<file path="config.mk">
export PLATFORM = sky130hd
export DESIGN_NAME = abp_isqrt
export DESIGN_NICKNAME = d
export VERILOG_FILES = /design/src/abp_isqrt.sv
export SDC_FILE = /design/constraint.sdc
export NUM_CORES = 1
export LEC_CHECK = 0
export BUFFER_PORTS_ARGS = -buffer_cell sky130_fd_sc_hd__buf_2
export CAP_MARGIN = 10
export CORE_UTILIZATION = 30
export CTS_CLUSTER_SIZE = 10
export DETAILED_ROUTE_END_ITERATION = 10
export GPL_TIMING_DRIVEN = 0
export PLACE_DENSITY_LB_ADDON = 0.12
export SETUP_SLACK_MARGIN = 0.2
export SYNTH_ARGS = -nofsm -noshare
export SYNTH_HDL_FRONTEND = slang
export SYNTH_SLANG_ARGS = --single-unit
</file>
<file path="constraint.sdc">
create_clock -name clk -period 6.94 [get_ports clk]
set_input_delay 1.388 -clock clk [delete_from_list [all_inputs] [get_ports clk]]
set_output_delay 1.388 -clock clk [all_outputs]
set_load 0.005 [all_outputs]
</file>
<file path="src/abp_isqrt.sv">
// ----------------------------------------------------------------------------
// abp_isqrt
// floor square root of a 64-bit value, one result bit per cycle
// ----------------------------------------------------------------------------
module abp_isqrt (
  input  logic        clk,
  input  logic        rst_n,
  input  logic        start,
  input  logic [63:0] operand,
  output logic        done,
  output logic [31:0] root
);
  logic        busy_r;
  logic        done_r;
  logic [4:0]  cnt_r;
  logic [63:0] val_r;
  logic [34:0] rem_r;
  logic [31:0] root_r;
  logic [34:0] rem_t;
  logic [34:0] trial;

  assign rem_t = {rem_r[32:0], val_r[63:62]};
  assign trial = {1'b0, root_r, 2'b01};

  always_ff @(posedge clk) begin
    if (!rst_n) begin
      busy_r <= 1'b0;
      done_r <= 1'b0;
      cnt_r  <= '0;
    end else begin
      done_r <= 1'b0;
      if (start) begin
        busy_r <= 1'b1;
        cnt_r  <= '0;
        val_r  <= operand;
        rem_r  <= '0;
        root_r <= '0;
      end else if (busy_r) begin
        val_r <= {val_r[61:0], 2'b00};
        if (rem_t >= trial) begin
          rem_r  <= rem_t - trial;
          root_r <= {root_r[30:0], 1'b1};
        end else begin
          rem_r  <= rem_t;
          root_r <= {root_r[30:0], 1'b0};
        end
        cnt_r <= cnt_r + 5'd1;
        if (cnt_r == 5'd31) begin
          busy_r <= 1'b0;
          done_r <= 1'b1;
        end
      end
    end
  end

  assign done = done_r;
  assign root = root_r;
endmodule

</file>
## After elaboration in Yosys (flattened, before gate mapping)

Cells that the tools add are included.

- Register bits after elaboration: 136
- Bits of input ports: 67
- Output and inout port bits: 33
- Logic and storage cells: 26

- Add/sub/neg operators: 2
- $lt $le $gt $ge: 1
- Equal/unequal tests: 1
- Multiplexer cells: 10
- Bitwise gates (word level): 2
- Reductions and logical operators: 4

Operators with widths:

| cell | count |
|---|---|
| 64-bit two-way mux | 2 |
| 33-bit two-way mux | 2 |
| 35-bit by 34-bit >= comparator with 1-bit output | 1 |
| 33-bit subtractor | 1 |
| 32-bit two-way mux | 1 |
| 5-bit by 1-bit adder with 5-bit output (second input constant) | 1 |
| 5-bit equality test (second input constant) | 1 |
| 1-bit two-way mux | 5 |
| 3-bit OR reduction | 1 |
| 1-bit inverter | 2 |
| 2-bit AND reduction | 1 |
| 2-bit nonzero test | 1 |
| 2-bit OR reduction | 1 |

## Depth between registers and ports, before layout

Gate-level depths: netlist (run 1).

- Depth after elaboration: 4
- Mapped depth: 13
- Depth with buffers taken out: 11

## Least setup slack after synthesis (run 1)

Ideal clock, no wire load.

- Path kind: input to register
- Start: in start
- End: reg rem_r[0], enable pin
- Setup time: 0.500 ns
- Arrival time: 4.785 ns
- Required time: 6.440 ns
- Path slack: 1.656 ns
- Stages: 3
- Path buffers: 2
- Cell sequence: clkbuf_1 -> clkbuf_1 -> o21a_1

- Longest elaborated chain between the ends: 2

Ends and longest elaborated chain:

| what | line | source |
|---|---|---|
| from (decl) | 8 | `input logic start,` |
| 2-bit nonzero test (no source line) | n/a |  |
| 2-bit AND reduction (no source line) | n/a |  |
| to (signal assigned) | 41 | `rem_r <= rem_t - trial;` |
| to (signal assigned) | 44 | `rem_r <= rem_t;` |
| to (decl) | 17 | `logic [34:0] rem_r;` |

Every way passes these cells.
A chain may end at the register's enable or synchronous reset.

## Final worst setup path (run 1)

- Start: reg rem_r[20]
- End: reg rem_r[24], data pin

- Longest elaborated chain between the ends: 3
- Elaborated cells on any way between the ends: 4
- Those cells by class: add/sub (1); order compare (1); mux (2)

Ends and longest elaborated chain:

| what | line | source |
|---|---|---|
| 33-bit subtractor / 35-bit by 34-bit >= comparator with 1-bit output (equally long branches) | 41, 40 |  |
| 33-bit two-way mux * | 40 | `if (rem_t >= trial) begin` |
| 33-bit two-way mux * | 38 | `end else if (busy_r) begin` |

Mark *: on every way between the ends. The rest lies on a longest branch, timed or not. The select of a mux whose other input is x is not followed.

==> results of run 1 <==
-- metal layers --
metal	vias to the layer above	global-route usage	wire, µm
met4	4	0.0463	220
met2	102	0.232	7930
met1	2472	0.174	7690
li1	2545	-	-
met5	-	0	23
met3	19	0.0419	961
-- cell usage after synthesis, types with 14 or more instances --
cell / instances / area, µm²
a21o_1: 17 / 128
clkbuf_1: 18 / 67.6
a21oi_1: 33 / 165
inv_1: 39 / 146
nand3_1: 17 / 85.1
ha_1: 36 / 450
mux2i_1: 24 / 240
mux2_2: 62 / 698
xnor2_1: 19 / 166
edfxtp_1: 129 / 3870
nor2_1: 88 / 330
o21ai_0: 14 / 70.1
nand2_1: 23 / 86.3
-- kinds of logic after synthesis --
| family | Yosys count | synth area share |
|---|---|---|
| buffers and inverters | 68 | 0.0385 |
| DFF | 136 | 0.542 |
| AOI/OAI and AO/OA | 110 | 0.0985 |
| adders and majority gates | 36 | 0.0608 |
| xor gates and xnor gates | 31 | 0.0367 |
| muxes | 86 | 0.127 |
| and+or+nand+nor | 162 | 0.0967 |
-- through the flow --
stage | util | TNS (ns) | hold slack [ns]
after CTS | 0.369 | 0 | 0.542
after detailed placement | 0.345 | 0 | 0.525
after global placement | 0.342 | -22.56 | 0.481
after floorplan | - | 0 | 0.467
final | 0.369 | 0 | 0.532
after global routing | 0.369 | 0 | 0.571
-- state kept, by name, summed over array words and instances, names as in the netlist --
signal,flops
busy_r,1
cnt_r,5
done,1
rem_r,33
root,32
val_r,64
-- report_power, final --
group	total, mW	internal (mW)	leakage (nW)	switching (mW)
registers	1.00	0.979	1.30	0.0250
clock network	0.931	0.540	0.277	0.391
logic	0.480	0.211	2.07	0.269
-- final timing paths --
check | startpoint | to | slack [ns] | depth (start not counted)
setup / recovery | rem_r[20] | rem_r[24] | 3.80 | 12
setup reg to reg | rem_r[20] | rem_r[24] | 3.80 | 12
hold reg to reg | cnt_r[4] | cnt_r[4] | 0.53 | 2
hold / removal | cnt_r[4] | cnt_r[4] | 0.53 | 2
-- final cells by class --
type | count | area [µm²] | share of cell area
Sequential cell | 136 | 4010 | 0.448
Multi-Input combinational cell | 425 | 3110 | 0.348
Timing Repair Buffer | 100 | 538 | 0.0601
Clock buffer | 18 | 429 | 0.0480
Tap cell | 324 | 405 | 0.0453
Clock inverter | 14 | 163 | 0.0182
Inverter | 39 | 146 | 0.0164
Buffer | 29 | 139 | 0.0155
Antenna cell | 1 | 2.50 | 0.000280
-- tightest hold or removal path, cell delays in order, from the launching register on --
cell	delay (ns)
dfxtp_1	0.34
mux2i_1	0.07
nor2_1	0.08
==> results.ini, run 1 <==
[run_status]
status=finished clean

[synth]
syn_inst=629
ys_types=47
syn-cell-area_um2=7400
yosysWarnings=0
synth_nets=732
synth-async-reset-ratio=0
synth-seq-cells=136
syn_avg_cell_area_um2=11.8
seq_area_frac_synth=0.542
synth_ff_type=edfxtp_1
synth_edf_count=129

[clock_network]
cts_tree=built
cts_inserted_buffers=17
cts_hold_buffers=0
clock_latency_ns=0.42
cts.path.max_buffers=2
htreeDepth=4
cts_resized=0
post_cts_buffers=0
root_buffer=clkbuf_16
path_clk_slew_ns=0.06
clkSinkCount=136

[finish]
drive_gt1_frac=0.271
final_nets=851
final_common_cell=edfxtp_1
final_cell_mix=edfxtp_1 (129), buf_2 (101), nor2_1 (88)
fin_cells=1086
area_delta_synth_final_pct=20.9
fillers=2465
final_cell_area_um2=8950

[worst_setup_path]
crit_required_ns=7.08
crit_fanout=10
path_cells=ha_1, clkbuf_1, and2_0, nand4_1, nor3_1, nand3_1, nand2_1, a211o_1, buf_4, buf_6, mux2i_1, nor2_1
crit_buf_inv=3
path_delay_family=simple AND/OR/NAND/NOR gates
crit_slowest_cell=edfxtp_1
end_kind=flop
cp.arrival_ns=3.29
crit_type=reg -> reg
max_stage_delay_ns=0.42
critPathLaunchType=flop

[drt]
first_iter_violations=210
firstDrtPassIters=6
vias_per_cell=4.73
drc=0
ant_nets=0
wl_per_cell_um=15.5
via_count=5142
routed_wirelength_mm=16.8

[power]
max-vdd-ir-drop_uv=154
pwr_density_cell_nw_per_um2=270
leakagePower_nw=3.66
power_mw=2.42

[place]
port_buffers=98
dpl_cell_area_um2=8360
dp.cells=1053
hpwl_mm=12.0
place_congestion=0.794
post-place-ws_ns=3.26

[timing]
slew_headroom=0.504
finalCritPeriodShare=0.453
setup_viol=0
skew_ns=0.00735
slew_violations=0
worst_pin_slew_ns=0.743
grt_setup_unrepaired=false
final.setup.worst_slack_ns=3.80
layout_min_cycle_time_ns=3.14
max_freq_mhz=318
hold_viol_final=0

[floorplan]
die_h_um=159
die_w_um=159
dieArea_um2=25300
core_um2=24200
ios=100
rows=57
initial_core_util=0.305

[grt]
grt_pass1_vias=5317
grt_pass1_wl_mm=27.9
grt_max_degree=56
globalRouteOverflowTotal=0
grt_usage=0.140
antenna_found_initial=3

[flow_run]
drv_cap=0

[hold_path]
hp-class=reg -> reg

No activity file was read; power rests on OpenSTA's default activity.
==> run 2, diff against run 1 <==
==> constraint.sdc (replaced) <==
create_clock -name clk -period 2.9 [get_ports clk]
set_input_delay 0.58 -clock clk [delete_from_list [all_inputs] [get_ports clk]]
set_output_delay 0.58 -clock clk [all_outputs]
set_load 0.005 [all_outputs]
==> run 2 against run 1 <==
Against the previous run: first-iteration DRC count is 9.5% lower; die area stayed put; sequential share of layout area is 4.2 points lower; clock-buffer cell count stayed put; flip-flop and latch count stayed put; worst setup slack worse by 3.6 ns; wire length is 8.1% higher; worst hold slack worse by 0.079 ns; non-clock buffer count is 39 higher; global-route usage is 0.46 points higher; highest routed layer unchanged.
==> results.ini, run 2 (same netlist as run 1, synthesis figures left out) <==
[run_status]
status=finished clean

[place]
port_buffers=98  ; unchanged
place_congestion=0.836  ; +5.3%
hpwl_mm=12.3  ; +2.8%
dp.cells=1053  ; unchanged

[timing]
slew_headroom=0.382  ; -0.123
worst_pin_slew_ns=0.927  ; +0.184 ns
layout_min_cycle_time_ns=2.75  ; -0.395 ns
hold_viol_final=0  ; unchanged
slew_violations=0  ; unchanged
setup_viol=0  ; unchanged
finalCritPeriodShare=0.948  ; +0.495
grt_setup_unrepaired=true
max_freq_mhz=364  ; +14%
skew_ns=0.00958  ; +0.00223 ns

[power]
sequentialPowerShare=0.398  ; -0.018
cellInternalPower_mw=4.25  ; +150%
max-vdd-ir-drop_uv=378  ; +150%
switchingPower_mw=1.82  ; +170%
p_clk_frac=0.344  ; -0.042
pwr_density_cell_nw_per_um2=614  ; +130%
comb_power_share=0.257  ; +0.058
power_mw=6.07  ; +150%
p_sw_frac=0.300  ; +0.0160
leakagePower_nw=3.94  ; +7.9%

[worst_setup_path]
critPathLaunchType=flop
r2r_cells=11  ; -1
end_kind=flop
cp.arrival_ns=2.90  ; -0.39 ns
crit_fanout=4  ; -6
crit_type=reg -> reg
crit_required_ns=3.05  ; -4.03 ns

[finish]
drive_gt1_frac=0.419  ; +0.148
area_delta_synth_final_pct=33.5
final_nets=890  ; +4.6%
final_cell_mix=edfxtp_1 (129), buf_2 (100), nor2_1 (82)
regMostFlops=val_r
final_common_cell=edfxtp_1
largest_reg_flops=64  ; unchanged
fin_cells=1126  ; +3.7%

[floorplan]
core_um2=24200  ; unchanged
ios=100  ; unchanged
die_h_um=159  ; unchanged
die_w_um=159  ; unchanged
dieArea_um2=25300  ; unchanged
rows=57  ; unchanged
initial_core_util=0.305  ; unchanged

[drt]
via_count=5365  ; +4.3%
vias_per_cell=4.76  ; +0.63%
drc=0  ; unchanged
first_iter_violations=190  ; -9.5%
firstDrtPassIters=6  ; unchanged
ant_nets=0  ; unchanged
routed_wirelength_mm=18.2  ; +8.1%
wl_per_cell_um=16.2  ; +4.2%

[grt]
grt_max_degree=57  ; +1.8%
grt_pass1_wl_mm=29.1  ; +4.3%
antenna_found_initial=4  ; +1
grt_usage=0.144  ; +0.00464
globalRouteOverflowTotal=0  ; unchanged
grt_pass1_vias=5645  ; +6.2%

[clock_network]
cts_inserted_buffers=17  ; unchanged
htreeDepth=4  ; unchanged
cts_tree=built
path_clk_slew_ns=0.06  ; about the same
clock_latency_ns=0.42  ; about the same
clkSinkCount=136  ; unchanged
root_buffer=clkbuf_16
cts.path.max_buffers=2  ; unchanged
cts_hold_buffers=0  ; unchanged

[flow_run]
drv_cap=0  ; unchanged

[hold_path]
hp-class=in -> reg
hold_path_depth=2  ; unchanged

-- run 2: cell types whose count changed in the layout (fill, tap and decap cells not counted), moves of 5 or more --
cell,before,now
ha_1,36,22
a21oi_1,33,23
buf_4,1,34
ha_4,0,13
a31oi_1,7,2
a211oi_1,10,3
nor2_1,88,82
nor2_2,0,5
buf_12,1,6
a211oi_2,1,8
clkbuf_1,19,14
a21oi_2,0,8
inv_1,39,28
inv_2,0,11
-- run 2: area by class of cell --
cell class	instances	area (µm²)
Tap cell	324	405
Antenna cell	2	5.00
Clock buffer	18	429
Sequential cell	136	4010
Multi-Input combinational cell	425	3640
Buffer	29	214
Inverter	39	146
Fill cell	2404	14400
Clock inverter	14	128
Timing Repair Buffer	139	907
-- run 2: path summary, 6_finish.rpt --
kind,startpoint,slack (ns),end
max,root[3],0.15,rem_r[18]
min,operand[0],0.45,val_r[0]
min reg2reg,cnt_r[4],0.52,cnt_r[4]
max reg2reg,root[3],0.15,rem_r[18]
-- run 2: power groups by stage --
| stage | Combinational, mW | Clock (mW) | Sequential [mW] |
|---|---|---|---|
| final | 1.56 | 2.09 | 2.42 |
| after global routing | 1.71 | 2.23 | 2.43 |
| after CTS | 1.33 | 2.16 | 2.41 |
| after detailed placement | 1.16 | 0 | 2.45 |
| after global placement | 1.14 | 0 | 2.45 |
| after floorplan | 0.856 | 0 | 2.43 |
-- run 2: critical path, cell delays in order, from the launching register on --
cell and delay, ns:
edfxtp_1 0.40, inv_2 0.11, ha_4 0.21, a21o_1 0.17
or3_4 0.33, o21a_4 0.23, o211ai_4 0.23, a21oi_2 0.09
o21a_1 0.18, or3_1 0.32, a31oi_2 0.14, nor2_1 0.05
-- run 2: what timing repair did --
item | 4_1_cts | 5_1_grt
gates resized for setup | 61 | 77
pin swaps | 22 | 33
setup buffers | 14 | 21
cloned | 1 | 3
endpoints found under the setup margin | 33 | 34
-- run 2: metrics by stage --
stage / utilization / TNS (ns) / setup WS [ns] / hold WS (ns) / instance area, µm²
6_report: 0.408 / 0 / 0.152 / 0.453 / 9880
5_1_grt: 0.407 / 0 / 0.0410 / 0.443 / 9880
4_1_cts: 0.385 / 0 / 0.0773 / 0.433 / 9340
3_5_place_dp: 0.345 / -5.72 / -0.144 / 0.511 / 8360
3_3_place_gp: 0.343 / -61.30 / -0.452 / 0.478 / 8310
2_1_floorplan: - / 0 / 0.246 / 0.467 / 7410
-- run 2: per-layer routing --
layer / global-route usage / up-vias / share of wire
met5: 0 / - / 0.0013
met4: 0.0428 / 4 / 0.011
met3: 0.0503 / 22 / 0.062
met2: 0.241 / 123 / 0.48
met1: 0.176 / 2596 / 0.45
li1: - / 2620 / -
==> run 3, diff against run 2 <==
--- a/config.mk
+++ b/config.mk
@@ -11,7 +11,7 @@
 export CTS_CLUSTER_SIZE = 10
 export DETAILED_ROUTE_END_ITERATION = 10
 export GPL_TIMING_DRIVEN = 0
-export PLACE_DENSITY_LB_ADDON = 0.12
+export PLACE_DENSITY_LB_ADDON = 0.3
 export SETUP_SLACK_MARGIN = 0.2
 export SYNTH_ARGS = -nofsm -noshare
 export SYNTH_HDL_FRONTEND = slang
==> run 3 against run 2 <==
Against the previous run: via count decreased by 1.9%; clock power about the same; worst hold slack lost 0.023 ns; critical path depth unchanged; sequential share of layout area grew 0.91 points; die area unchanged; fmax fell by 0.28%; largest power group unchanged.
==> results.ini, run 3 (same netlist as run 1, synthesis figures left out) <==
[run_status]
status=finished clean

[finish]
drive_gt1_frac=0.389  ; -0.0296
final_nets=879  ; -1.2%
regMostFlops=val_r
final_common_cell=edfxtp_1
final_cell_mix=edfxtp_1 (129), buf_2 (99), nor2_1 (85)
largest_reg_flops=64  ; unchanged
fin_cells=1116  ; -0.89%
area_delta_synth_final_pct=30.6

[worst_setup_path]
end_kind=flop
r2r_cells=11  ; unchanged
critPathLaunchType=flop
crit_type=reg -> reg
crit_required_ns=3.05  ; about the same
crit_fanout=8  ; +4
cp.arrival_ns=2.91  ; about the same

[power]
cellInternalPower_mw=4.17  ; -1.8%
leakagePower_nw=3.85  ; -2.4%
comb_power_share=0.245  ; -0.012
p_sw_frac=0.297  ; -0.00231
max-vdd-ir-drop_uv=375  ; -0.93%
pwr_density_cell_nw_per_um2=614  ; about the same
p_clk_frac=0.348  ; +0.004
sequentialPowerShare=0.407  ; +0.009
switchingPower_mw=1.76  ; -2.9%

[timing]
finalCritPeriodShare=0.950  ; +0.00269
fin_tns_setup_ns=0  ; unchanged
slew_headroom=0.430  ; +0.0481
whs_ns=0.430  ; -0.0230 ns
layout_min_cycle_time_ns=2.76  ; +0.00781 ns
max_freq_mhz=363  ; -0.28%
slew_violations=0  ; unchanged
worst_pin_slew_ns=0.855  ; -0.0721 ns
skew_ns=0.0135  ; +0.00390 ns
final.setup.worst_slack_ns=0.144  ; -0.00780 ns
grt_setup_unrepaired=true
hold_viol_final=0  ; unchanged
setup_viol=0  ; unchanged

[drt]
first_iter_violations=230  ; +21%
via_count=5262  ; -1.9%
wl_per_cell_um=15.7  ; -2.7%
vias_per_cell=4.72  ; -1.0%
firstDrtPassIters=6  ; unchanged
drc=0  ; unchanged
routed_wirelength_mm=17.5  ; -3.6%
ant_nets=0  ; unchanged

[place]
dp.cells=1053  ; unchanged
hpwl_mm=12.0  ; -3.1%
post-place-ws_ns=-0.186  ; -0.0413 ns
port_buffers=98  ; unchanged
place_congestion=0.835  ; about the same

[floorplan]
die_h_um=159  ; unchanged
initial_core_util=0.305  ; unchanged
rows=57  ; unchanged
ios=100  ; unchanged
dieArea_um2=25300  ; unchanged
core_um2=24200  ; unchanged
die_w_um=159  ; unchanged

[hold_path]
hold_path_depth=2  ; unchanged
hp-class=in -> reg

[grt]
globalRouteOverflowTotal=0  ; unchanged
grt_pass1_vias=5305  ; -6.0%
grt_max_degree=61  ; +7.0%
antenna_found_initial=7  ; +3
grt_pass1_wl_mm=27.7  ; -4.7%
grt_usage=0.140  ; -0.00432

[clock_network]
cts.path.max_buffers=2  ; unchanged
clkSinkCount=136  ; unchanged
root_buffer=clkbuf_16
path_clk_slew_ns=0.07  ; about the same
htreeDepth=4  ; unchanged
cts_tree=built
cts_inserted_buffers=17  ; unchanged
clock_latency_ns=0.43  ; about the same

[flow_run]
drv_cap=0  ; unchanged

==> run 3: cell count changes in the layout (fill, tap and decap cells not counted), moves of 3 or more <==
cell / delta
ha_4: -3
nor2_1: +3
ha_1: +4
a31oi_2: -3
nor2_2: -3
inv_1: +3
inv_2: -3
buf_4: -10
==> run 3: power groups by stage <==
stage	clock network, mW	registers, mW	logic (mW)
floorplan	0	2.43	0.856
global placement	0	2.45	1.13
detailed placement	0	2.44	1.15
CTS	2.13	2.41	1.32
global route	2.20	2.43	1.59
finish	2.07	2.41	1.46
==> run 3: cell type report <==
| class | instances | area [µm²] |
|---|---|---|
| Timing Repair Buffer | 128 | 793 |
| Clock buffer | 17 | 425 |
| Multi-Input combinational cell | 425 | 3540 |
| Inverter | 39 | 146 |
| Sequential cell | 136 | 4010 |
| Fill cell | 2375 | 14600 |
| Buffer | 29 | 201 |
| Clock inverter | 15 | 133 |
| Tap cell | 324 | 405 |
| Antenna cell | 3 | 7.51 |
==> run 3: worst paths after layout <==
kind,start,slack (ns),end
setup / recovery,rem_r[7],0.14,rem_r[25]
hold / removal,operand[0],0.43,val_r[0]
setup reg to reg,rem_r[7],0.14,rem_r[25]
hold reg to reg,cnt_r[3],0.51,cnt_r[3]
==> run 3: timing repair <==
action,CTS,global route
hold endpoints to repair,0,0
buffers inserted,22,4
pin swaps,25,25
setup endpoints to repair,33,34
hold buffers,0,0
resized for setup,59,58
gates cloned,1,1
==> run 3: worst max-delay path, stage by stage, from the launching register on <==
cell and delay, ns:
edfxtp_1 0.44, ha_4 0.35, nand3_1 0.13, a21oi_2 0.22, nor3_2 0.06, a211o_1 0.35, a211oi_2 0.18, a211o_1 0.16
buf_12 0.16, buf_12 0.14, mux2i_1 0.22, nor2_1 0.07
==> run 3: metal layers <==
| layer | wire length, µm | GRT usage | vias up | share of wire |
|---|---|---|---|---|
| li1 | - | - | 2609 | - |
| met4 | 261 | 0.0459 | 6 | 0.015 |
| met3 | 1370 | 0.0604 | 24 | 0.078 |
| met5 | 42 | 0 | - | 0.0024 |
| met1 | 8000 | 0.174 | 2502 | 0.46 |
| met2 | 7860 | 0.218 | 121 | 0.45 |
==> run 3: per-stage QoR <==
step                      area [µm²]   util  power (mW)
after detailed placement        8360  0.345        3.59
after global placement          8310  0.343        3.58
final                           9670  0.399        5.94
after CTS                       9370  0.387        5.86
after floorplan                 7410      -        3.29
after global routing            9660  0.398        6.22
