[config.mk]
export PLATFORM = sky130hd
export DESIGN_NAME = abp_recip
export DESIGN_NICKNAME = d
export VERILOG_FILES = /design/src/abp_pkg.sv /design/src/abp_recip.sv
export SDC_FILE = /design/constraint.sdc
export NUM_CORES = 1
export LEC_CHECK = 0
export ABC_AREA = 1
export BUFFER_PORTS_ARGS = -buffer_cell sky130_fd_sc_hd__buf_4
export CORE_MARGIN = 1.5
export CORE_UTILIZATION = 51
export DETAILED_ROUTE_END_ITERATION = 10
export PLACE_DENSITY = 0.73
export SLEW_MARGIN = 20
export SYNTH_ARGS = -nofsm -noshare
export SYNTH_HDL_FRONTEND = slang
export SYNTH_SLANG_ARGS = --single-unit
export TNS_END_PERCENT = 20
[constraint.sdc]
create_clock -name clk -period 4.4 [get_ports clk]
set_clock_uncertainty 0.05 [all_clocks]
set_input_delay 0.22 -clock clk [delete_from_list [all_inputs] [get_ports clk]]
set_output_delay 0.22 -clock clk [all_outputs]
set_load 0.005 [all_outputs]
[src/abp_pkg.sv]
// ----------------------------------------------------------------------------
// abp_pkg
// shared types, constants and saturating helpers of the basis pursuit solver
// ----------------------------------------------------------------------------
package abp_pkg;

  localparam int MAX_DIM_DEF   = 64;
  localparam int TILE_ROWS_DEF = 16;

  // counters over n, which never exceeds 64
  localparam int CNT_W = 7;
  localparam int CAP_N = 64;

  localparam logic [1:0] REQ_LOAD_P = 2'd0;
  localparam logic [1:0] REQ_LOAD_V = 2'd1;
  localparam logic [1:0] REQ_START  = 2'd2;

  localparam logic [2:0] REG_RHO   = 3'd0;
  localparam logic [2:0] REG_ALPHA = 3'd1;
  localparam logic [2:0] REG_LEN   = 3'd2;
  localparam logic [2:0] REG_CHK   = 3'd3;
  localparam logic [2:0] REG_LIMIT = 3'd4;
  localparam logic [2:0] REG_ATOL  = 3'd5;
  localparam logic [2:0] REG_RTOL  = 3'd6;

  localparam logic [30:0] RHO_RST   = 31'd65536;
  localparam logic [17:0] ALPHA_RST = 18'd65536;
  localparam logic [6:0]  LEN_RST   = 7'd64;
  localparam logic [30:0] ATOL_RST  = 31'd7;
  localparam logic [30:0] RTOL_RST  = 31'd655;

  localparam logic signed [19:0] FX_ONE = 20'sd65536;
  localparam logic signed [31:0] S32_MAX = 32'sh7FFFFFFF;
  localparam logic signed [31:0] S32_MIN = -32'sh80000000;

  typedef struct packed {
    logic [1:0]         req_type;
    logic [5:0]         row;
    logic [5:0]         col;
    logic signed [31:0] p_value;
    logic signed [31:0] q_value;
    logic signed [31:0] z_init;
    logic signed [31:0] u_init;
    logic signed [31:0] zold_init;
  } in_word_t;

  typedef struct packed {
    logic [5:0]         index;
    logic signed [31:0] x_result;
    logic signed [31:0] z_result;
    logic signed [31:0] u_result;
    logic signed [31:0] zold_result;
    logic [15:0]        iterations_done;
    logic               converged;
    logic [30:0]        primal_residual;
    logic [30:0]        dual_residual;
    logic               last;
  } out_word_t;

  typedef struct packed {
    logic signed [31:0] q;
    logic signed [31:0] z;
    logic signed [31:0] u;
    logic signed [31:0] zold;
    logic signed [31:0] x;
  } vec_word_t;

  function automatic logic signed [31:0] sat32(input logic signed [63:0] v);
    if (v > 64'(S32_MAX)) return S32_MAX;
    if (v < 64'(S32_MIN)) return S32_MIN;
    return 32'(v);
  endfunction

  function automatic logic [63:0] sat_addu(input logic [63:0] a, input logic [63:0] b);
    logic [64:0] s;
    s = {1'b0, a} + {1'b0, b};
    return s[64] ? '1 : s[63:0];
  endfunction

  function automatic logic [30:0] sat31(input logic [31:0] v);
    return v[31] ? '1 : v[30:0];
  endfunction

endpackage

[src/abp_recip.sv]
// ----------------------------------------------------------------------------
// abp_recip
// shrinkage threshold floor(2^32 / rho), restoring division, saturated
// ----------------------------------------------------------------------------
module abp_recip (
  input  logic               clk,
  input  logic               rst_n,
  input  logic               start,
  input  logic [30:0]        divisor,
  output logic               done,
  output logic signed [31:0] kappa
);
  import abp_pkg::*;

  logic        busy_r;
  logic        done_r;
  logic [5:0]  cnt_r;
  logic [32:0] dvd_r;
  logic [30:0] dsr_r;
  logic [31:0] rem_r;
  logic [32:0] quo_r;
  logic [32:0] rem_t;

  assign rem_t = {rem_r, dvd_r[32]};

  always_ff @(posedge clk) begin
    if (!rst_n) begin
      busy_r <= 1'b0;
      done_r <= 1'b0;
      cnt_r  <= '0;
    end else begin
      done_r <= 1'b0;
      if (start) begin
        busy_r <= 1'b1;
        cnt_r  <= '0;
        dvd_r  <= {1'b1, 32'd0};
        dsr_r  <= divisor;
        rem_r  <= '0;
        quo_r  <= '0;
      end else if (busy_r) begin
        dvd_r <= {dvd_r[31:0], 1'b0};
        if (rem_t >= {2'b00, dsr_r}) begin
          rem_r <= 32'(rem_t - {2'b00, dsr_r});
          quo_r <= {quo_r[31:0], 1'b1};
        end else begin
          rem_r <= rem_t[31:0];
          quo_r <= {quo_r[31:0], 1'b0};
        end
        cnt_r <= cnt_r + 6'd1;
        if (cnt_r == 6'd32) begin
          busy_r <= 1'b0;
          done_r <= 1'b1;
        end
      end
    end
  end

  assign done  = done_r;
  assign kappa = (quo_r[32:31] != 2'b00) ? S32_MAX : $signed(quo_r[31:0]);
endmodule

; ---- After elaboration in Yosys (flattened, before gate mapping)
; Index checks and enable logic that the tools add are counted.
[word_totals]
register_bits = 105
input_bits = 34
out_inout_bits = 33
word_cells = 29
[op_classes]
add_sub_neg = 2
order_cmp = 1
n_eq_ne = 1
n_mux = 10
bitwise = 2
reduce_logical = 6
[op_table]
columns = operator, count
row1 = two-way mux 32 bit, 3
row2 = two-way mux 33 bit, 2
row3 = >= comparator 33 x 31 -> 1 bit, 1
row4 = subtractor 32 x 31 -> 32 bit, 1
row5 = adder 6 x 1 -> 6 bit (second input constant), 1
row6 = == test 6 bit (second input constant), 1
row7 = two-way mux 1 bit, 5
row8 = AND reduction 2 bit, 2
row9 = nonzero test 2 bit, 2
row10 = OR reduction 3 bit, 1
row11 = NOT 1 bit, 2
row12 = OR reduction 2 bit, 1

; ---- Longest topological paths before layout
; Gate-level depths: netlist (run 1).
[depth]
word_depth = 4
mapped_depth = 16
mapped_depth_nobuf = 16

; ---- Worst setup path before layout (run 1)
; Ideal clock, no wire load.
[synth_timing]
kind = flip-flop to flip-flop
from = reg busy_r
to = reg busy_r
arrival_ns = 4.162
setup_slack_ns = 0.115
path_stages_with_launch = 5
period_less_slack_ns = 4.285
cell_sequence = dfxtp_1 > inv_1 > a21oi_1 > o21ai_0 > inv_1
[synth_between]
elab_chain_cells = 2
[synth_rtl]
columns = item, line
row1 = start: declaration, abp_recip.sv:15  ; logic busy_r;
row2 = start signal: assignment, abp_recip.sv:28  ; busy_r <= 1'b0;
row3 = start signal: assignment, abp_recip.sv:34  ; busy_r <= 1'b1;
row4 = start signal: assignment, abp_recip.sv:51  ; busy_r <= 1'b0;
row5 = two-way mux 1 bit, abp_recip.sv:40  ; end else if (busy_r) begin
row6 = two-way mux 1 bit, abp_recip.sv:33  ; if (start) begin
; No other way between the ends.
; A chain may end at the register's enable or synchronous reset.

; ---- Worst setup path after layout (run 1)
[layout_timing]
from = reg rem_r[17]
to = reg rem_r[21], data pin
[layout_between]
elab_chain_cells = 3
[layout_rtl]
columns = item, line
row1 = start: declaration, abp_recip.sv:20  ; logic [31:0] rem_r;
row2 = start signal: assignment, abp_recip.sv:43  ; rem_r <= 32'(rem_t - {2'b00, dsr_r});
row3 = start signal: assignment, abp_recip.sv:46  ; rem_r <= rem_t[31:0];
row4 = subtractor 32 x 31 -> 32 bit / >= comparator 33 x 31 -> 1 bit (equally long branches), "abp_recip.sv:43, abp_recip.sv:42"
row5 = two-way mux 32 bit (*), abp_recip.sv:42  ; if (rem_t >= {2'b00, dsr_r}) begin
row6 = two-way mux 32 bit (*), abp_recip.sv:40
; Mark *: on every way between the ends. The rest lies on a longest branch, timed or not. The select of a mux whose other input is x is not followed.

==> reports/summary.log, run 1 <==
qor: routing.num_vias 5971
qor: finish.flow.area_growth_from_synthesis 17.6%
qor: cts.path_clk_slew 80 ps
qor: worst_setup_path.crit_path_max_fanout 27
qor: cts.clkLatencyLatePin 360 ps
qor: yosys.yosysUniqueCellTypes 35
qor: flow_run.timing.max_cap.violations 0
qor: hold_path.worstHoldPathType input port to register
qor: placed_design.placed_area 7730 µm²
qor: finish.diodes_inserted 0
qor: yosys.synth_area_leader_cell sky130_fd_sc_hd__edfxtp_1
qor: routing.drt_first_iter_violations 387
qor: routing.routed_wire_length_per_instance 13.1 µm
qor: timing.layout_min_cycle_time 2750 ps
qor: power.power.leakage 4.31 nW
qor: yosys.synth_nets 1048
qor: floorplan.chip_height 121 µm
qor: yosys.netlist_top_cells_area sky130_fd_sc_hd__edfxtp_1 41%, sky130_fd_sc_hd__nand2_1 18%, sky130_fd_sc_hd__inv_1 11%, sky130_fd_sc_hd__nor2_1 6.9%, sky130_fd_sc_hd__ha_1 5.8%
qor: yosys.synthMostInstantiatedCell sky130_fd_sc_hd__nand2_1
qor: floorplan.floorplan.rows 42
qor: timing.timing_max_transition_violations_final 0
qor: cts.cts_max_level 3
qor: routing.drtPass1Iterations 4
qor: yosys.ys_async_sr_fraction 0%
qor: placed_design.port-buffer-count 65
qor: timing.final.hold.worst_slack 185 ps
qor: placed_design.place.gp.congestion 0.954
qor: yosys.synth.ff_latch_count 105
qor: hold_path.hold_path_depth 3
qor: floorplan.initial_utilization 52.9%
qor: worst_setup_path.worstPathRequired 4570 ps
qor: finish.layout.nets 1140
qor: routing.detail_route.vias_per_cell 4.77
qor: yosys.synth_cells 980
qor: cts.cts.sink_count 105
qor: routing.drcViolationCount 0
qor: floorplan.die-area 14600 µm²
qor: cts.clock_tree.root_cell sky130_fd_sc_hd__clkbuf_16
qor: cts.deepest_clock_path_buffer_count 2
qor: timing.relSlewSlack 55.5%
qor: routing.postRouteWirelength 16.4 mm
qor: worst_setup_path.critical_path_arrival 2920 ps
qor: yosys.synth_largest_type_area_fraction 41.1%
qor: grt.vias_in_the_first_global_route 5604
qor: timing.final_setup_violation_count 0
qor: yosys.post_synth.cell_area_avg 7.23 µm²
qor: power.worst_ir_drop_vdd 0.272 mV
qor: grt.antenna_found_initial 0
qor: cts.tritoncts_buffer_count 9
qor: timing.timing.final.crit_share 62.5%
qor: worst_setup_path.startpoint_type register
qor: routing.drtAntennaViolNets 0
qor: yosys.seq_area_frac_synth 43.4%
qor: grt.grt_start_max_net_pins 41
qor: worst_setup_path.timing.setup.critical_path_class register to register
qor: timing.setup_repair_after_global_routing_missed_its_margin false
qor: floorplan.core-area 13400 µm²
qor: worst_setup_path.ff2ff_path_depth 14
qor: grt.globalRouteTotalUtil 23.8%
qor: yosys.netlist_top_cells_count 334 x sky130_fd_sc_hd__nand2_1, 212 x sky130_fd_sc_hd__inv_1, 130 x sky130_fd_sc_hd__nor2_1
qor: floorplan.io_pins 67
qor: power.power.density_cell_area 339 nW/µm²
qor: placed_design.hpwl 12.0 mm
qor: yosys.yosys_most_used_dff sky130_fd_sc_hd__edfxtp_1
qor: timing.timing_hold_violations_final 0
qor: yosys.yosys_warn_count 0
qor: finish.multi_input_comb_area 3110 µm²
qor: finish.area.sequential 3070 µm²
qor: timing.fmaxAchievable 0.363 GHz
qor: finish.drive_above_1_share 10.8%
qor: yosys.mappedNetlistArea 7090 µm²
qor: cts.tritoncts done
qor: finish.layout.cell_area.non_filler 8340 µm²
qor: timing.totalNegativeSetupSlack 0 ps
qor: floorplan.dieWidth 121 µm
qor: yosys.synth_enable_flop_cells 97
qor: worst_setup_path.crit_path_end_kind register
qor: grt.grt_pass1_wl 27.0 mm
qor: timing.pin_slew_with_the_least_headroom_to_its_limit 665 ps
qor: grt.grt.overflow.total 0
qor: finish.num-fill-cells 1245
qor: run_status.outcome finished, final reports clean
final cells by class:
| cell class | instances | area share (%) |
|---|---|---|
| clock buffer | 9 | 2.70 |
| timing repair buffer | 99 | 9.85 |
| tap | 176 | 2.64 |
| multi-input combinational | 639 | 37.3 |
| sequential | 105 | 36.9 |
| clock inverter | 7 | 0.766 |
| inverter | 218 | 9.85 |
cells by family (layout without fill, tap and decap cells):
logic type / Yosys count / count (layout) / synth area share, %
compound gates: 27 / 27 / 2.00
xor+xnor: 15 / 15 / 1.85
fa+ha+maj: 34 / 34 / 6.11
buf+inv: 236 / 333 / 13.0
flops: 105 / 105 / 43.4
other cells: 1 / 1 / 0.0529
simple gates: 562 / 562 / 33.6
final timing paths:
check | endpoint | slack, ps | start
max | rem_r[21] | 1650 | rem_r[17]
min | done | 190 | rst_n
min reg2reg | cnt_r[5] | 400 | cnt_r[5]
max reg2reg | rem_r[21] | 1650 | rem_r[17]
state kept, by name (all words and copies together) (netlist names):
register and count:
quo_r 33, dsr_r 31, rem_r 32, done 1
cnt_r 6, dvd_r 1, busy_r 1
metal layers:
metal,GRT usage (%),vias to the layer above,share of wire (%)
li1,-,3147,-
met1,32.6,2662,48
met2,38.6,143,45
met3,4.04,19,5.1
met4,7.57,0,1.7
met5,0,-,0
worst max-delay path, cell delays in order (launching register included):
cell and delay (ps):
sky130_fd_sc_hd__edfxtp_1 390, sky130_fd_sc_hd__ha_1 370, sky130_fd_sc_hd__nand2_1 100, sky130_fd_sc_hd__nand2_1 90, sky130_fd_sc_hd__nand2_1 70, sky130_fd_sc_hd__nand2_1 70, sky130_fd_sc_hd__nand2_1 70, sky130_fd_sc_hd__nand2_1 60
sky130_fd_sc_hd__nand2_1 70, sky130_fd_sc_hd__nand2_2 90, sky130_fd_sc_hd__nor2_8 410, sky130_fd_sc_hd__nand2_4 190, sky130_fd_sc_hd__inv_4 350, sky130_fd_sc_hd__nor2_1 90, sky130_fd_sc_hd__nor2_1 130
repair_timing:
action,CTS,global route
endpoints found under the hold margin,31,0
setup buffers,0,0
resized for setup,0,0
hold buffers,31,0
metrics by stage:
stage | cells | total power (W) | setup slack [ps] | utilization, %
global placement | 1206 | 0.00202 | 1730 | 57.7
detailed placement | 1206 | 0.00203 | 1660 | 57.7
finish | 1253 | 0.00282 | 1650 | 62.2
global route | 1253 | 0.00299 | 1370 | 62.2
CTS | 1253 | 0.00284 | 1640 | 62.2
floorplan | 980 | 0.00182 | 115 | -
power by group:
part / internal [W] / leakage [nW] / switching [W]
Sequential: 0.00118 / 1.00 / 0.0000280
Clock: 0.000396 / 0.145 / 0.000392
Combinational: 0.000304 / 3.16 / 0.000519
Total: 0.00188 / 4.31 / 0.000939
cells in the final DEF (no fill, tap or decap), drive strengths merged, types with 22 or more instances in the layout:
cell type and instances:
nand2 339, inv 221, nor2 144, edfxtp 97
buf 68, ha 33, dlygate4sd3 31, nand3 30
nand3b 25, a21oi 22
Note: power is estimated with default switching activity, not from simulation.
==> run 2: changes to the inputs <==
--- a/config.mk
+++ b/config.mk
@@ -5,12 +5,12 @@
 export SDC_FILE = /design/constraint.sdc
 export NUM_CORES = 1
 export LEC_CHECK = 0
-export ABC_AREA = 1
+export ABC_AREA = 0
 export BUFFER_PORTS_ARGS = -buffer_cell sky130_fd_sc_hd__buf_4
 export CORE_MARGIN = 1.5
 export CORE_UTILIZATION = 51
 export DETAILED_ROUTE_END_ITERATION = 10
-export PLACE_DENSITY = 0.73
+export PLACE_DENSITY = 0.74
 export SLEW_MARGIN = 20
 export SYNTH_ARGS = -nofsm -noshare
 export SYNTH_HDL_FRONTEND = slang
==> constraint.sdc (replaced) <==
create_clock -name clk -period 2.4 [get_ports clk]
set_clock_uncertainty 0.05 [all_clocks]
set_input_delay 0.12 -clock clk [delete_from_list [all_inputs] [get_ports clk]]
set_output_delay 0.12 -clock clk [all_outputs]
set_load 0.005 [all_outputs]
==> run 2 against run 1 <==
Effect of this change: the run now ends with DRC, setup timing left; final cell count decreased by 26%; clock power increased by 100%; sequential share of layout area decreased by 0.43 points; worst hold slack got worse by 150 ps; register-to-register slack got worse by 2000 ps; highest routed layer unchanged; first-iteration DRC count decreased by 9.8%; die area decreased by 14%; non-clock buffer count increased by 105; synthesized cell count decreased by 40%.
==> reports/summary.log, run 2 <==
qor: run_status.outcome finished with violations [was finished, final reports clean]
qor: run_status.failed_checks DRC, setup timing
qor: grt.grt.overflow.total 0 [unchanged]
qor: yosys.yosys_warn_count 0 [unchanged]
qor: worst_setup_path.critical-path-max-stage-delay 430 ps [was 410 ps]
qor: yosys.combinational_family_with_the_most_area_after_synthesis simple AND/OR/NAND/NOR gates [unchanged]
qor: floorplan.core-area 11500 µm² [was 13400 µm²]
qor: yosys.netlist_top_cells_count 97 x sky130_fd_sc_hd__edfxtp_1, 65 x sky130_fd_sc_hd__nand2_1, 54 x sky130_fd_sc_hd__a21oi_1 [was 334 x sky130_fd_sc_hd__nand2_1, 212 x sky130_fd_sc_hd__inv_1, 130 x sky130_fd_sc_hd__nor2_1]
qor: finish.mostFrequentLayoutCell sky130_fd_sc_hd__buf_4 [was sky130_fd_sc_hd__nand2_1]
qor: cts.clock_tree.root_cell sky130_fd_sc_hd__clkbuf_16 [unchanged]
qor: timing.setup_repair_after_global_routing_missed_its_margin true [was false]
qor: flow_run.timing.max_cap.violations 0 [unchanged]
qor: timing.layout_min_cycle_time 2790 ps [was 2750 ps]
qor: routing.detail_route.vias_per_cell 5.60 [was 4.77]
qor: grt.globalRouteTotalUtil 23.8% [about the same]
qor: yosys.synth_largest_type_area_fraction 47.9% [was 41.1%]
qor: finish.post_route_utilization 73.2% [was 62.2%]
qor: timing.totalNegativeSetupSlack -10820 ps [was 0 ps]
qor: finish.diodes_inserted 0 [unchanged]
qor: yosys.synth_area_leader_cell sky130_fd_sc_hd__edfxtp_1 [unchanged]
qor: yosys.synth.ff_latch_count 105 [unchanged]
qor: yosys.netlist_top_cells_area sky130_fd_sc_hd__edfxtp_1 48%, sky130_fd_sc_hd__ha_1 6.8%, sky130_fd_sc_hd__a21oi_1 4.4%, sky130_fd_sc_hd__nand2_1 4.0%, sky130_fd_sc_hd__or3_1 3.9% [was sky130_fd_sc_hd__edfxtp_1 41%, sky130_fd_sc_hd__nand2_1 18%, sky130_fd_sc_hd__inv_1 11%, sky130_fd_sc_hd__nor2_1 6.9%, sky130_fd_sc_hd__ha_1 5.8%]
qor: finish.drive_above_1_share 33.3% [was 10.8%]
qor: cts.clkLatencyLatePin 360 ps [about the same]
qor: finish.flow.area_growth_from_synthesis 38.8% [was 17.6%]
qor: placed_design.hpwl 9.96 mm [was 12.0 mm]
qor: worst_setup_path.critPathLaunch rem_r[25] [was rem_r[17]]
qor: yosys.synth_nets 655 [was 1048]
qor: hold_path.worstHoldPathType input port to register [unchanged]
qor: cts.cts.sink_count 105 [unchanged]
qor: yosys.yosysUniqueCellTypes 67 [was 35]
qor: routing.routed_wire_length_per_instance 16.3 µm [was 13.1 µm]
qor: floorplan.die-area 12600 µm² [was 14600 µm²]
qor: worst_setup_path.critical_path_arrival 2840 ps [was 2920 ps]
qor: timing.timing_hold_violations_final 0 [unchanged]
qor: hold_path.hold_path_depth 2 [was 3]
qor: timing.pin_slew_with_the_least_headroom_to_its_limit 789 ps [was 665 ps]
qor: routing.num_vias 5173 [was 5971]
qor: worst_setup_path.crit_path_max_fanout 6 [was 27]
qor: timing.timing.final.crit_share 116% [was 62.5%]
qor: yosys.synthXorXnorAreaFrac 3.17% [was 1.85%]
qor: finish.mostFrequentLayoutCells 165 x sky130_fd_sc_hd__buf_4, 97 x sky130_fd_sc_hd__edfxtp_1, 59 x sky130_fd_sc_hd__nand2_1 [was 334 x sky130_fd_sc_hd__nand2_1, 211 x sky130_fd_sc_hd__inv_1, 129 x sky130_fd_sc_hd__nor2_1]
qor: timing.relSlewSlack 47.4% [was 55.5%]
qor: finish.area.sequential 3070 µm² [unchanged]
qor: yosys.seq_area_frac_synth 50.6% [was 43.4%]
qor: worst_setup_path.cell_chain_of_the_critical_path ha_4 -> a21oi_4 -> o21ai_2 -> o41a_1 -> nor3_2 -> nand2_2 -> o31a_1 -> buf_4 -> buf_6 -> nor2_2 -> a211oi_2 [was ha_1 -> nand2_1 -> nand2_1 -> nand2_1 -> nand2_1 -> nand2_1 -> nand2_1 -> nand2_1 -> nand2_2 -> nor2_8 -> nand2_4 -> inv_4 -> nor2_1 -> nor2_1]
qor: floorplan.io_pins 67 [unchanged]
qor: timing.final_setup_violation_count 33 [was 0]
qor: yosys.synth_cells 587 [was 980]
qor: yosys.synth.area.mux_share 0.165% [was 0%]
qor: cts.tritoncts done [unchanged]
qor: routing.drtPass1Iterations 8 [was 4]
qor: floorplan.chip_height 112 µm [was 121 µm]
qor: floorplan.initial_utilization 52.8% [was 52.9%]
qor: yosys.mappedNetlistArea 6080 µm² [was 7090 µm²]
qor: worst_setup_path.worstPathRequired 2450 ps [was 4570 ps]
qor: yosys.yosys_most_used_dff sky130_fd_sc_hd__edfxtp_1 [unchanged]
qor: routing.drt_first_iter_violations 349 [was 387]
qor: yosys.synthMostInstantiatedCell sky130_fd_sc_hd__edfxtp_1 [was sky130_fd_sc_hd__nand2_1]
qor: yosys.ys_async_sr_fraction 0% [unchanged]
qor: yosys.synth_compound_area_share 15.4% [was 2.00%]
qor: finish.num-fill-cells 809 [was 1245]
qor: worst_setup_path.crit-reg2reg-capture rem_r[16] [was rem_r[21]]
qor: worst_setup_path.ff2ff_path_depth 11 [was 14]
qor: grt.grt_start_max_net_pins 51 [was 41]
qor: hold_path.worst_hold_startpoint rst_n [unchanged]
qor: timing.pnr_worst_setup_slack -392 ps [was 1650 ps]
qor: placed_design.port-buffer-count 65 [unchanged]
qor: grt.antenna_found_initial 0 [unchanged]
qor: cts.deepest_clock_path_buffer_count 2 [unchanged]
qor: routing.drtAntennaViolNets 0 [unchanged]
qor: power.worst_ir_drop_vdd 0.478 mV [was 0.272 mV]
qor: yosys.synth_adder_area_share 7.12% [was 6.11%]
qor: placed_design.place.gp.congestion 0.899 [was 0.954]
qor: yosys.post_synth.cell_area_avg 10.4 µm² [was 7.23 µm²]
qor: hold_path.min_delay_worst_endpoint done [unchanged]
qor: worst_setup_path.timing.critical_path.slowest_stage_cell sky130_fd_sc_hd__edfxtp_1 [was sky130_fd_sc_hd__nor2_8]
qor: yosys.synth_enable_flop_cells 97 [unchanged]
qor: worst_setup_path.crit_path_end_kind register [unchanged]
qor: worst_setup_path.regToRegSetupSlack -390 ps [was 1650 ps]
qor: finish.reg.largest.list quo_r: 33 flops, rem_r: 32 flops, dsr_r: 31 flops [unchanged]
qor: routing.drcViolationCount 4 [was 0]
qor: worst_setup_path.startpoint_type register [unchanged]
qor: yosys.synthSimpleGateAreaFrac 18.6% [was 33.6%]
qor: grt.grt_pass1_wl 24.2 mm [was 27.0 mm]
qor: timing.fmaxAchievable 0.358 GHz [was 0.363 GHz]
qor: floorplan.floorplan.rows 39 [was 42]
qor: worst_setup_path.timing.setup.critical_path_class register to register [unchanged]
qor: finish.multi_input_comb_area 3040 µm² [was 3110 µm²]
qor: cts.path_clk_slew 70 ps [was 80 ps]
qor: finish.layout.nets 843 [was 1140]
qor: cts.cts_max_level 3 [unchanged]
qor: timing.timing_max_transition_violations_final 0 [unchanged]
qor: floorplan.dieWidth 112 µm [was 121 µm]
qor: worst_setup_path.worst_r2r_startpoint rem_r[25] [was rem_r[17]]
qor: grt.vias_in_the_first_global_route 5068 [was 5604]
qor: power.power.leakage 3.46 nW [was 4.31 nW]
qor: cts.tritoncts_buffer_count 9 [unchanged]
qor: power.power.density_cell_area 706 nW/µm² [was 339 nW/µm²]
qor: finish.flip_flop_count_of_the_largest_register_all_copies_and_words_added 33 [unchanged]
qor: routing.postRouteWirelength 15.1 mm [was 16.4 mm]
qor: finish.top_register quo_r [unchanged]
[run 2: cell count changes after synthesis, moves of 21 or more]
cell                       previous run  this run
sky130_fd_sc_hd__nand2_1            334        65
sky130_fd_sc_hd__inv_1              212        41
sky130_fd_sc_hd__nor2_1             130        33
sky130_fd_sc_hd__or3_1                0        38
sky130_fd_sc_hd__nor2b_1              0        34
sky130_fd_sc_hd__a21oi_1             21        54
sky130_fd_sc_hd__nand3b_1            25         2
sky130_fd_sc_hd__nand3_1             29         8
[run 2: timing repair]
action                                  4_1_cts  5_1_grt
resized for setup                            41       33
hold buffers                                 31        0
endpoints found under the hold margin        31        0
buffers inserted                              8        5
endpoints found under the setup margin       33       33
cloned                                        1        0
pin swaps                                    13        4
[run 2: final cells by class]
class	instances	share of cell area (%)
Timing Repair Buffer	204	19.7
Clock buffer	10	2.71
Multi-Input combinational cell	414	36.1
Inverter	41	1.82
Tap cell	143	2.12
Clock inverter	6	1.07
Sequential cell	105	36.4
[run 2: through the flow]
| stage | setup slack (ps) | area [µm²] | power, W | hold WS [ps] | cells |
|---|---|---|---|---|---|
| after floorplan | -228 | 6170 | 0.00338 | 169 | 587 |
| after global placement | -351 | 7410 | 0.00400 | 248 | 862 |
| after detailed placement | -397 | 7410 | 0.00405 | 249 | 862 |
| after CTS | -358 | 8290 | 0.00583 | 17.8 | 918 |
| after global routing | -489 | 8430 | 0.00624 | 27.7 | 923 |
| final | -392 | 8430 | 0.00596 | 30.5 | 923 |
[run 2: report_power, final]
part | internal (W) | leakage [nW] | total, W | switching (W)
clock network | 0.000919 | 0.153 | 0.00159 | 0.000669
registers | 0.00219 | 1.00 | 0.00229 | 0.0000906
logic | 0.00105 | 2.31 | 0.00209 | 0.00103
[run 2: worst max-delay path, delay by kind of cell (launching register included)]
family / cells / cell delay (ps)
buffers and inverters: 2 / 310
flip-flops: 1 / 430
AND/OR/NAND/NOR: 3 / 470
AO/OA/AOI/OAI: 5 / 1030
adder cells (fa/ha/maj): 1 / 260
[run 2: worst max path at each step]
stage / slack [ps] / endpoint
6_report: -390 / rem_r[16]
5_1_grt: -490 / rem_r[19]
4_1_cts: -360 / rem_r[30]
3_5_place_dp: -400 / rem_r[21]
3_3_place_gp: -350 / rem_r[13]
2_1_floorplan: -230 / rem_r[29]
[run 2: kinds of logic (layout without fill, tap and decap cells)]
logic type	after synthesis	after routing
AND/OR/NAND/NOR	216	216
flip-flops	105	105
multiplexers	1	1
adder cells (fa/ha/maj)	34	34
XOR/XNOR	22	22
AO/OA/AOI/OAI	140	140
buffers and inverters	68	261
other	1	1
[run 2: layer usage]
metal	up-vias	part of all wire, %	wire length (µm)	track usage (%)
met1	2523	45	6800	30.6
met2	124	50	7480	41.6
met5	-	0	0	0
met4	0	1.3	197	5.32
met3	18	3.9	581	5.24
li1	2508	-	-	-
==> run 3: changes to the inputs <==
--- a/config.mk
+++ b/config.mk
@@ -11,6 +11,7 @@
 export CORE_UTILIZATION = 51
 export DETAILED_ROUTE_END_ITERATION = 10
 export PLACE_DENSITY = 0.74
+export REMOVE_ABC_BUFFERS = 1
 export SLEW_MARGIN = 20
 export SYNTH_ARGS = -nofsm -noshare
 export SYNTH_HDL_FRONTEND = slang
==> run 3 against run 2 <==
Effect of this change: the run still ends with DRC, setup timing left; worst setup slack worse by 17 ps; clock-buffer cell count is 1 lower; non-clock buffer count is 7 lower; die area stayed put; critical path type unchanged; maximum frequency is 0.61% lower; sequential share of layout area hardly changed; highest routed layer unchanged; clock power is 8% lower; cell area hardly changed; combinational power is 2% lower; global-route usage is 0.14 points higher.
==> reports/summary.log, run 3 (synthesis gave the netlist of run 2 again) <==
qor: timing.timing_max_transition_violations_final 0 [unchanged]
qor: placed_design.place.gp.congestion 0.877 [was 0.899]
qor: power.power.leakage 3.43 nW [was 3.46 nW]
qor: finish.flow.area_growth_from_synthesis 38.7% [was 38.8%]
qor: grt.grt_start_max_net_pins 68 [was 51]
qor: cts.path_clk_slew 80 ps [was 70 ps]
qor: run_status.outcome finished with violations [unchanged]
qor: timing.fmaxAchievable 0.356 GHz [was 0.358 GHz]
qor: floorplan.floorplan.rows 39 [unchanged]
qor: floorplan.chip_height 112 µm [unchanged]
qor: finish.flip_flop_count_of_the_largest_register_all_copies_and_words_added 33 [unchanged]
qor: worst_setup_path.timing.setup.critical_path_class register to register [unchanged]
qor: grt.vias_in_the_first_global_route 5155 [was 5068]
qor: cts.tritoncts_buffer_count 9 [unchanged]
qor: floorplan.io_pins 67 [unchanged]
qor: finish.area.sequential 3070 µm² [unchanged]
qor: power.power.density_cell_area 689 nW/µm² [was 706 nW/µm²]
qor: hold_path.worstHoldPathType input port to register [unchanged]
qor: timing.timing.final.crit_share 117% [was 116%]
qor: floorplan.die-area 12600 µm² [unchanged]
qor: grt.antenna_found_initial 0 [unchanged]
qor: run_status.failed_checks DRC, setup timing [unchanged]
qor: timing.setup_repair_after_global_routing_missed_its_margin true [unchanged]
qor: grt.grt_pass1_wl 24.1 mm [was 24.2 mm]
qor: timing.pin_slew_with_the_least_headroom_to_its_limit 829 ps [was 789 ps]
qor: grt.globalRouteTotalUtil 24.0% [was 23.8%]
qor: floorplan.dieWidth 112 µm [unchanged]
qor: worst_setup_path.startpoint_type register [unchanged]
qor: cts.deepest_clock_path_buffer_count 2 [unchanged]
qor: cts.cts_max_level 3 [unchanged]
qor: cts.clock_tree.root_cell sky130_fd_sc_hd__clkbuf_16 [unchanged]
qor: routing.drt_first_iter_violations 359 [was 349]
qor: timing.relSlewSlack 44.7% [was 47.4%]
qor: cts.clkLatencyLatePin 370 ps [was 360 ps]
qor: flow_run.timing.max_cap.violations 0 [unchanged]
qor: routing.postRouteWirelength 14.7 mm [was 15.1 mm]
qor: worst_setup_path.crit_path_max_fanout 7 [was 6]
qor: finish.mostFrequentLayoutCell sky130_fd_sc_hd__buf_4 [unchanged]
qor: timing.pnr_worst_setup_slack -409 ps [was -392 ps]
qor: placed_design.port-buffer-count 65 [unchanged]
qor: power.worst_ir_drop_vdd 0.470 mV [was 0.478 mV]
qor: worst_setup_path.worstPathRequired 2470 ps [was 2450 ps]
qor: routing.drtPass1Iterations 9 [was 8]
qor: finish.post_layout_nonfiller_instances 916 [was 923]
qor: finish.top_register quo_r [unchanged]
qor: routing.drtAntennaViolNets 0 [unchanged]
qor: cts.tritoncts done [unchanged]
qor: finish.diodes_inserted 0 [unchanged]
qor: routing.detail_route.vias_per_cell 5.46 [was 5.60]
qor: finish.reg.largest.list quo_r: 33 flops, rem_r: 32 flops, dsr_r: 31 flops [unchanged]
qor: placed_design.dp.cells 852 [was 862]
qor: finish.multi_input_comb_area 3130 µm² [was 3040 µm²]
qor: worst_setup_path.critical_path_arrival 2880 ps [was 2840 ps]
qor: finish.drive_above_1_share 34.5% [was 33.3%]
qor: timing.final_setup_violation_count 33 [unchanged]
qor: cts.cts.sink_count 105 [unchanged]
qor: timing.timing_hold_violations_final 0 [unchanged]
qor: routing.num_vias 4999 [was 5173]
qor: grt.grt.overflow.total 0 [unchanged]
qor: finish.num-fill-cells 814 [was 809]
qor: placed_design.hpwl 9.56 mm [was 9.96 mm]
qor: floorplan.initial_utilization 52.8% [unchanged]
qor: timing.totalNegativeSetupSlack -8460 ps [was -10820 ps]
qor: routing.routed_wire_length_per_instance 16.1 µm [was 16.3 µm]
qor: finish.mostFrequentLayoutCells 155 x sky130_fd_sc_hd__buf_4, 97 x sky130_fd_sc_hd__edfxtp_1, 60 x sky130_fd_sc_hd__nand2_1 [was 165 x sky130_fd_sc_hd__buf_4, 97 x sky130_fd_sc_hd__edfxtp_1, 59 x sky130_fd_sc_hd__nand2_1]
qor: timing.layout_min_cycle_time 2810 ps [was 2790 ps]
qor: floorplan.core-area 11500 µm² [unchanged]
qor: finish.layout.nets 836 [was 843]
qor: worst_setup_path.crit_path_end_kind register [unchanged]
qor: routing.drcViolationCount 5 [was 4]
run 3: final cells by class:
cell class | count | share of cell area (%)
multi-input cells | 414 | 37.1
flip-flops and latches | 105 | 36.4
repair buffers | 197 | 19.1
clock buffers | 9 | 2.67
well taps | 143 | 2.12
inverters | 41 | 1.83
clock inverters | 7 | 0.712
run 3: worst max-delay path, stage by stage, from the launching register on:
cell	delay [ps]
sky130_fd_sc_hd__edfxtp_1	440
sky130_fd_sc_hd__ha_4	240
sky130_fd_sc_hd__o21a_1	170
sky130_fd_sc_hd__o211ai_2	200
sky130_fd_sc_hd__a21oi_2	100
sky130_fd_sc_hd__o2111a_1	250
sky130_fd_sc_hd__a21boi_4	150
sky130_fd_sc_hd__buf_4	150
sky130_fd_sc_hd__o31a_4	340
sky130_fd_sc_hd__and4_4	190
sky130_fd_sc_hd__a311o_1	270
run 3: what timing repair did:
item	4_1_cts	5_1_grt
setup buffers	10	6
cloned	1	0
resized for setup	86	17
hold endpoints to repair	31	0
hold buffers	31	0
pin swaps	24	6
setup endpoints to repair	33	33
run 3: path summary, 6_finish.rpt:
check	slack [ps]	start	cells past startpoint	end
worst max register to register	-410	rem_r[10]	10	rem_r[29]
worst min-delay path	7	rst_n	2	done
worst max-delay path	-410	rem_r[10]	10	rem_r[29]
worst min register to register	450	cnt_r[5]	2	cnt_r[5]
run 3: routing by layer:
layer  vias to the layer above  track usage (%)  wire length (µm)
li1                       2497                -                 -
met1                      2400             28.9              6410
met2                        78             42.1              7490
met3                        24             5.24               477
met4                         0             9.20               328
met5                         -                0                 0
run 3: where the power goes:
| group | internal, W | total (W) | switching (W) |
|---|---|---|---|
| clock | 0.000725 | 0.00147 | 0.000741 |
| sequential | 0.00219 | 0.00229 | 0.0000938 |
| combinational | 0.00102 | 0.00205 | 0.00103 |
| total | 0.00394 | 0.00581 | 0.00186 |
run 3: through the flow:
step	hold WS [ps]	cell area (µm²)	total power, W	utilization [%]	setup WS (ps)
after floorplan	169	5940	0.00327	-	-716
after CTS	9.49	8300	0.00573	72.1	-395
after global placement	248	7250	0.00390	62.9	-484
final	6.71	8430	0.00581	73.2	-409
after detailed placement	249	7250	0.00396	62.9	-530
after global routing	11.3	8430	0.00610	73.2	-532
